File: config.mk
export PLATFORM = sky130hd
export DESIGN_NAME = tdh_ram
export DESIGN_NICKNAME = d
export VERILOG_FILES = /design/src/hdl/tdh_ram.sv
export SDC_FILE = /design/constraint.sdc
export NUM_CORES = 1
export LEC_CHECK = 0
export BUFFER_PORTS_ARGS = -buffer_cell sky130_fd_sc_hd__buf_2
export CORE_MARGIN = 8
export CORE_UTILIZATION = 35
export DETAILED_ROUTE_END_ITERATION = 6
export PLACE_DENSITY = 0.46
export SLEW_MARGIN = 20
export SYNTH_ARGS = -nofsm -noshare
export SYNTH_HDL_FRONTEND = slang
export SYNTH_SLANG_ARGS = --single-unit
File: constraint.sdc
create_clock -name i_clk -period 2.8 [get_ports i_clk]
set_clock_uncertainty 0.2 [all_clocks]
set_input_delay 0.42 -clock i_clk [delete_from_list [all_inputs] [get_ports i_clk]]
set_output_delay 0.42 -clock i_clk [all_outputs]
set_load 0.005 [all_outputs]
File: src/hdl/tdh_ram.sv
`timescale 1ns / 1ps
`default_nettype none

module tdh_ram #(
    parameter int WIDTH = 8,
    parameter int DEPTH = 64
) (
    input  wire logic                     i_clk,
    input  wire logic                     i_we,
    input  wire logic [$clog2(DEPTH)-1:0] i_waddr,
    input  wire logic [WIDTH-1:0]         i_wdata,
    input  wire logic [$clog2(DEPTH)-1:0] i_raddr,
    output logic      [WIDTH-1:0]         o_rdata
);

    logic [WIDTH-1:0] r_mem [DEPTH];

    always_ff @(posedge i_clk) begin
        if (i_we) begin
            r_mem[i_waddr] <= i_wdata;
        end
        o_rdata <= r_mem[i_raddr];
    end

endmodule

`default_nettype wire

==> results of run 1 <==
[cell families (layout without fill, tap and decap cells)]
kind of cell	count (synthesis)	count (layout)	share of synthesized area, %
flops	520	520	77.0
mux	162	162	15.9
simple gates	153	153	3.39
compound gates	54	54	2.07
buf+inv	51	278	1.57
[metrics by stage]
| stage | hold WS, ns | setup slack, ns | std cells | util [%] | instance area, um^2 |
|---|---|---|---|---|---|
| after floorplan | 0.319 | 0.512 | 940 | - | 20200 |
| after global placement | 0.627 | -0.109 | 1831 | 38.8 | 22300 |
| after detailed placement | 0.628 | -0.0991 | 1831 | 38.8 | 22300 |
| after CTS | 0.0183 | 0.531 | 1932 | 41.9 | 24100 |
| after global routing | 0.0553 | 0.526 | 1932 | 41.9 | 24100 |
| final | 0.0655 | 0.605 | 1932 | 41.9 | 24100 |
[worst max-delay path, stage by stage (launching register included)]
cell and delay, ns:
sky130_fd_sc_hd__edfxtp_1 0.38, sky130_fd_sc_hd__mux4_2 0.47, sky130_fd_sc_hd__mux2_2 0.29, sky130_fd_sc_hd__o221a_2 0.30
sky130_fd_sc_hd__nor3_1 0.19, sky130_fd_sc_hd__buf_4 0.16, sky130_fd_sc_hd__o32ai_1 0.09
[repair_timing]
action                                 in CTS  in global routing
resized for setup                           0                  0
hold buffers                                1                  0
endpoints found under the hold margin       8                  0
[cell type report]
class,count,share of cell area (%)
clock buffers,75,6.47
clock inverters,25,0.874
multi-input cells,369,17.9
flip-flops and latches,520,64.6
well taps,765,3.98
repair buffers,178,6.15
[power groups by stage]
| stage | combinational [uW] | sequential [uW] | clock (uW) |
|---|---|---|---|
| global placement | 920 | 8810 | 0 |
| floorplan | 459 | 8790 | 0 |
| detailed placement | 928 | 8810 | 0 |
| global route | 975 | 8650 | 7570 |
| finish | 907 | 8650 | 7100 |
| CTS | 932 | 8650 | 7310 |
[sequential cells by signal (all words and copies together), names as in the netlist]
name / flops
r_mem: 512
o_rdata: 8
[layer usage]
layer / vias up / part of all wire [%] / GRT usage [%]
met1: 5237 / 45 / 21.7
li1: 4313 / - / -
met2: 259 / 47 / 24.6
met5: - / 0 / 0
met3: 76 / 5.9 / 3.02
met4: 0 / 2.1 / 3.92
[worst min-delay path by stage]
stage	from	endpoint	slack [ns]	cells past startpoint
CTS	i_raddr[5]	o_rdata[0]	0.02	3
finish	i_raddr[5]	o_rdata[0]	0.07	3
global route	i_wdata[0]	r_mem[16][0]	0.06	1
floorplan	i_wdata[0]	r_mem[0][0]	0.32	0
detailed placement	r_mem[30][6]	o_rdata[6]	0.63	3
global placement	r_mem[31][6]	o_rdata[6]	0.63	3
[Yosys cell counts (all sizes together)]
| cell type | number | area (um^2) |
|---|---|---|
| o32ai | 2 | 17.5 |
| o221ai | 8 | 70.1 |
| o2111ai | 3 | 26.3 |
| mux2i | 23 | 230 |
| clkbuf | 17 | 63.8 |
| nand2 | 19 | 71.3 |
| nor4 | 2 | 12.5 |
| nand3b | 3 | 22.5 |
| nand2b | 7 | 43.8 |
| and2 | 1 | 6.26 |
| a22oi | 3 | 22.5 |
| mux2 | 13 | 146 |
| a211oi | 4 | 30.0 |
| o2bb2ai | 3 | 26.3 |
| or3 | 1 | 6.26 |
| dfxtp | 8 | 160 |
| o221a | 2 | 22.5 |
| nand4b | 1 | 8.76 |
| nor2b | 14 | 87.6 |
| o21a | 2 | 15.0 |
| buf | 34 | 253 |
| nand4 | 2 | 12.5 |
| nor2 | 83 | 312 |
| o41ai | 2 | 17.5 |
| o21ai | 4 | 20.0 |
| o311ai | 1 | 8.76 |
| nor3 | 7 | 35.0 |
| mux4 | 126 | 2840 |
| a21oi | 3 | 15.0 |
| o22ai | 8 | 50.1 |
| a2111oi | 2 | 17.5 |
| a31oi | 1 | 6.26 |
| edfxtp | 512 | 15400 |
| nand3 | 13 | 65.1 |
| a221oi | 6 | 52.6 |
==> results list, run 1 <==
- The run finished with clean final reports.
- Setup slack on the worst reg-to-reg path comes out at slightly above 0.6 ns.
- First-pass detailed-route iteration total: 6
- Pins over their slew limit: 0
- Syn_nets: around 960
- Maximum Capacitance Violations: 0
- The worst register-to-register path has a depth of 6.
- 0 antenna diodes ended up in the layout.
* Count of standard-cell rows: just under 90
* DRC Markers: 0
* Reg-to-reg critical path endpoint: o_rdata[4]
* Final TNS setup: 0 ns
* Number of H-tree levels: 2
- At the worst endpoint, the arrival time is ~2.5 ns.
* Fillers: 5064
- Combined global-route utilization of all metal layers: around 15%
- Time the worst path needs with I/O delays and setup: between 2 and 2.5 ns
* Synth Cell Area: 0.0202 mm^2
- Per-instance average area after synthesis: between 20 and 25 um^2
- The most critical setup path has its startpoint at r_mem[16][4].
- Normalized max-slew margin: around 44%
- The number of global-route vias before repair came to 10.3k.
- Switching portion of total power: between 20% and 30%
- Final antenna-violating net count: 0
- Share of final-layout standard cells stronger than drive strength 1: 34.0%
- Entering global routing, the biggest net connects 39 pins.
- In this run, the combinational gates consume ~5.4% of the power.
* Worst skew pair latency: ~0.60 ns
* Maximum buffer depth of the clock tree: 3
- The analysis attributes to net switching a power of about 3500 uW.
- Buffers inserted during post-CTS setup optimization: 0
- For the worst setup path, the data required time is between 3 and 4 ns.
* Final setup violating endpoints: 0
- After detailed routing, the average wire length per cell comes to between 20 and 30 um.
- Portion of total power attributed to sequential cells: between 50% and 60%
- Proportion of synthesized chip area in sequential cells: between 70% and 80%
- The first global-routing pass estimated ~74000 um of wire.
* Flip-flop and latch count after synthesis: 520
- In this run the critical register-to-register path is launched from r_mem[16][4].
* Last weighted congestion value of the routability-driven placer: roughly 0.75
* Number of buffers created by CTS: 56
* Number of clock sinks: between 500 and 600
- Setup repair after global routing left no endpoint under its margin.
- The critical path ends at o_rdata[4].
- STA classifies the critical path endpoint as a flop.
* Total power: between 15000 and 20000 uW
- Wire length after detailed routing: ~51000 um
- Initial DRC count: 860
* Worst-Margin Slew: 0.833 ns
- The HPWL after detailed placement is approximately 34000 um.
- Area taken by flip-flops and latches: around 0.016 mm^2
- Clock-pin slew was measured on the worst setup and hold paths at about 0.060 ns.
* Top-level port count: 30
- Initial antenna violation count: 2
- TritonCTS clock tree: built
* Synthesized netlist cell count: 940
- In the layout the commonest cells are 512 x sky130_fd_sc_hd__edfxtp_1, 134 x sky130_fd_sc_hd__buf_4, 126 x sky130_fd_sc_hd__mux4_2, 83 x sky130_fd_sc_hd__nor2_1, 58 x sky130_fd_sc_hd__clkbuf_16.
- Most common cell after layout, fill and taps aside: sky130_fd_sc_hd__edfxtp_1
- Buffer type at the clock tree root: sky130_fd_sc_hd__clkbuf_16
- Starting Density: a little over a third
- Based on the critical path, the design can be clocked at up to 0.455 GHz.
- Internal power: 13100 uW
* Number of port buffers: 29
* Peak fanout along the critical path: 1
* Final net count: 1147
- Start-to-end type of the worst setup path: flop to flop
- Per report_power, the clock group accounts for approximately 43% of the total.
- After layout, the worst path uses 78.4% of the clock period.
* Total number of vias: about 10k
- Summed over all cells, the static leakage comes to 0.00777 uW.
* Pwr/cell area: between 600 and 700 mW/mm^2
- The die is around 260 um tall.
- After floorplanning, the core was sized to cover 0.0574 mm^2.
* Area added between synthesis and finish: 19.3%
* Number of synthesis warnings: 0
- Number of distinct library cell variants in the gate-level netlist after synthesis: 40
- STA classifies the critical path startpoint as a flop.
- The count of endpoints failing hold in the final timing report was 0.
* IR Drop Worst-Case VDD: between 0.0004 and 0.0005 V
- Summing all multi-input logic gate instances after layout gives approximately 0.0043 mm^2.
* Class of the tightest hold or removal check: primary input to flop
- After detailed routing, the number of vias per cell comes to approximately 5.1.
- Final global-route overflow total: 0
- Overall die area: approximately 0.066 mm^2
- The die is ~260 um wide.
No activity file was read; power rests on OpenSTA's default activity.
==> run 2, diff against run 1 <==
Settings changed: PLACE_DENSITY 0.46 to 0.48.
Clock period 2.8 ns to 1.9 ns, I/O delays scaled along.
==> results list, run 2 (same netlist as run 1, synthesis figures left out) <==
- 30 I/O pins were placed.
- The register with the most flip-flops in the layout has 512 of them.
- IR analysis of the VDD net gives a maximum drop of about 0.00065 V.
- The worst hold path belongs to the class primary input to flop.
* Signal arrival time at the worst endpoint: between 2 and 2.5 ns
- Worst setup EP type: flop
* Wire length of the first global-routing pass: roughly 74000 um
- The worst setup path is launched from a flop.
- Cells with a size suffix above 1 make up between 30% and 40% of the layout.
* Fillers: approximately 5.0k
* Count of standard-cell rows: 88
* Failing checks: negative setup slack
* Number of clock sinks: 520
- Final core utilization: about 43%
- Buffers inserted during post-CTS setup optimization: 0
* Post-placement cell count: approximately 1.9k
- Wire length after detailed routing: 50500 um
- Worst-Margin Slew: between 0.7 and 0.8 ns
- The initial utilization of the core area, before any placement, comes to between 30% and 40%.
- Pwr/cell area: roughly 980 mW/mm^2
- After layout, the minimum clock period comes to 2.09 ns.
- Summed over all cells, the static leakage comes to a little over 0.008 uW.
* Number of hold violations in the final report: 0
- Counting cells, the worst reg-to-reg path comes to 6.
* HPWL reported at the end of detailed placement: 33200 um
* Register ranked first by flip-flop count: r_mem
* Area added between synthesis and finish: 22.7%
- Ratio of routed vias to standard cells: between 5 and 6
* Post-route worst setup slack: -0.191 ns
* Number of H-tree levels: 2
- Unrepaired setup endpoints after global routing: yes
- Area taken by flip-flops and latches: between 0.015 and 0.02 mm^2
- Final global-route overflow total: 0
- Chip Width: ~260 um
- The clock passes through at most 3 buffers.
- First-pass detailed-route iteration total: 5
- At the worst endpoint, the required time is about 2.2 ns.
- The first routing iteration left slightly above 800 violations.
- The floorplan step defined a die boundary enclosing approximately 0.066 mm^2.
- In the final layout, the registers with the most flip-flops are r_mem (512), o_rdata (8).
- Final period util: 110%
* Combined global-route utilization of all metal layers: between 15 and 20%
- The number of pins with negative max-slew slack in the final report came to 0.
* Total number of vias: a little over 10k
* Std-Cell Core Area: about 0.057 mm^2
- Final cell area excluding filler cells: about 0.025 mm^2
- Normalized max-slew margin: 49.5%
* Final hold slack: between 0.015 and 0.02 ns
* DRC Markers: 0
- Clock slew at reported path FFs: approximately 0.060 ns
* Worst skew pair latency: roughly 0.6 ns
* Cell count of the worst hold path: 1
* Last weighted congestion value of the routability-driven placer: 0.791
* Worst-case setup slack after placement: -0.712 ns
* Start-to-end type of the worst setup path: flop to flop
- Setup violations remaining at the end of the flow were counted as 8.
- 0 antenna diodes ended up in the layout.
* Area of the multi-input gates: 0.00449 mm^2
- After detailed routing, the average wire length per cell comes to 25.5 um.
- Result of the run: finished with violations
* Pin count of the biggest net entering global routing: 65
- TritonCTS clock tree: built
* Peak fanout along the critical path: 1
* Final net count: around 1.2k
* Via count of the first global-routing pass: 10.5k
- Placed cell areas: ~0.023 mm^2
- Buffer type at the clock tree root: sky130_fd_sc_hd__clkbuf_16
* Vertical die dimension: approximately 260 um
- For this run, the number of standard cells in the final layout without fillers is 1980.
- For this run, the top clock speed supported by timing is about 0.48 GHz.
* Maximum Capacitance Violations: 0
* Number of port buffers: 29
- The initial antenna violation count came to 4.
- Once detail routing completed, the nets flagged for antenna violations numbered 0.
- Highest-count cells in the layout ignoring fill and taps: 512 x sky130_fd_sc_hd__edfxtp_1, 162 x sky130_fd_sc_hd__buf_4, 126 x sky130_fd_sc_hd__mux4_2, 69 x sky130_fd_sc_hd__nor2_1, 54 x sky130_fd_sc_hd__clkbuf_16
* Most common cell after layout, fill and taps aside: sky130_fd_sc_hd__edfxtp_1
- Clock tree synthesis inserted a total of 54 buffers.
-- run 2: repair_timing --
action                                  CTS  global route
endpoints found under the hold margin    65             0
resized for setup                        16             9
endpoints found under the setup margin    8             8
hold buffers                              7             0
pin swaps                                 5             9
-- run 2: critical path, cell delays in order, from the launching register on --
cell and delay [ns]:
sky130_fd_sc_hd__edfxtp_1 0.37, sky130_fd_sc_hd__mux4_2 0.47, sky130_fd_sc_hd__mux2_2 0.28, sky130_fd_sc_hd__o221a_4 0.26
sky130_fd_sc_hd__nor3_2 0.15, sky130_fd_sc_hd__buf_4 0.14, sky130_fd_sc_hd__o32ai_1 0.08
-- run 2: stage by stage --
step	TNS, ns	total power (uW)
floorplan	-5.46	13700
global placement	-7.80	14400
detailed placement	-8.20	14500
CTS	-1.06	24600
global route	-1.32	25100
finish	-0.959	24300
-- run 2: worst paths after layout --
| check | slack [ns] | endpoint | from |
|---|---|---|---|
| setup / recovery | -0.19 | o_rdata[4] | r_mem[29][4] |
| hold / removal | 0.02 | r_mem[23][0] | i_wdata[0] |
| setup reg to reg | -0.19 | o_rdata[4] | r_mem[29][4] |
| hold reg to reg | 0.65 | o_rdata[7] | r_mem[7][7] |
-- run 2: area by class of cell --
cell class	instances	share of cell area, %
sequential	520	62.8
multi-input combinational	369	18.1
timing repair buffer	231	8.58
clock buffer	72	5.73
tap	765	3.87
clock inverter	23	0.940
-- run 2: report_power, final --
group          switching, uW  internal [uW]  total [uW]
logic                    820            664        1480
registers               47.0          12700       12700
clock network           4310           5770       10100
-- run 2: metal layers --
layer / routed length, um / track usage, %
met1: 23500 / 22.1
met2: 23600 / 23.9
met3: 2330 / 2.70
met4: 1050 / 3.92
met5: 13 / 0
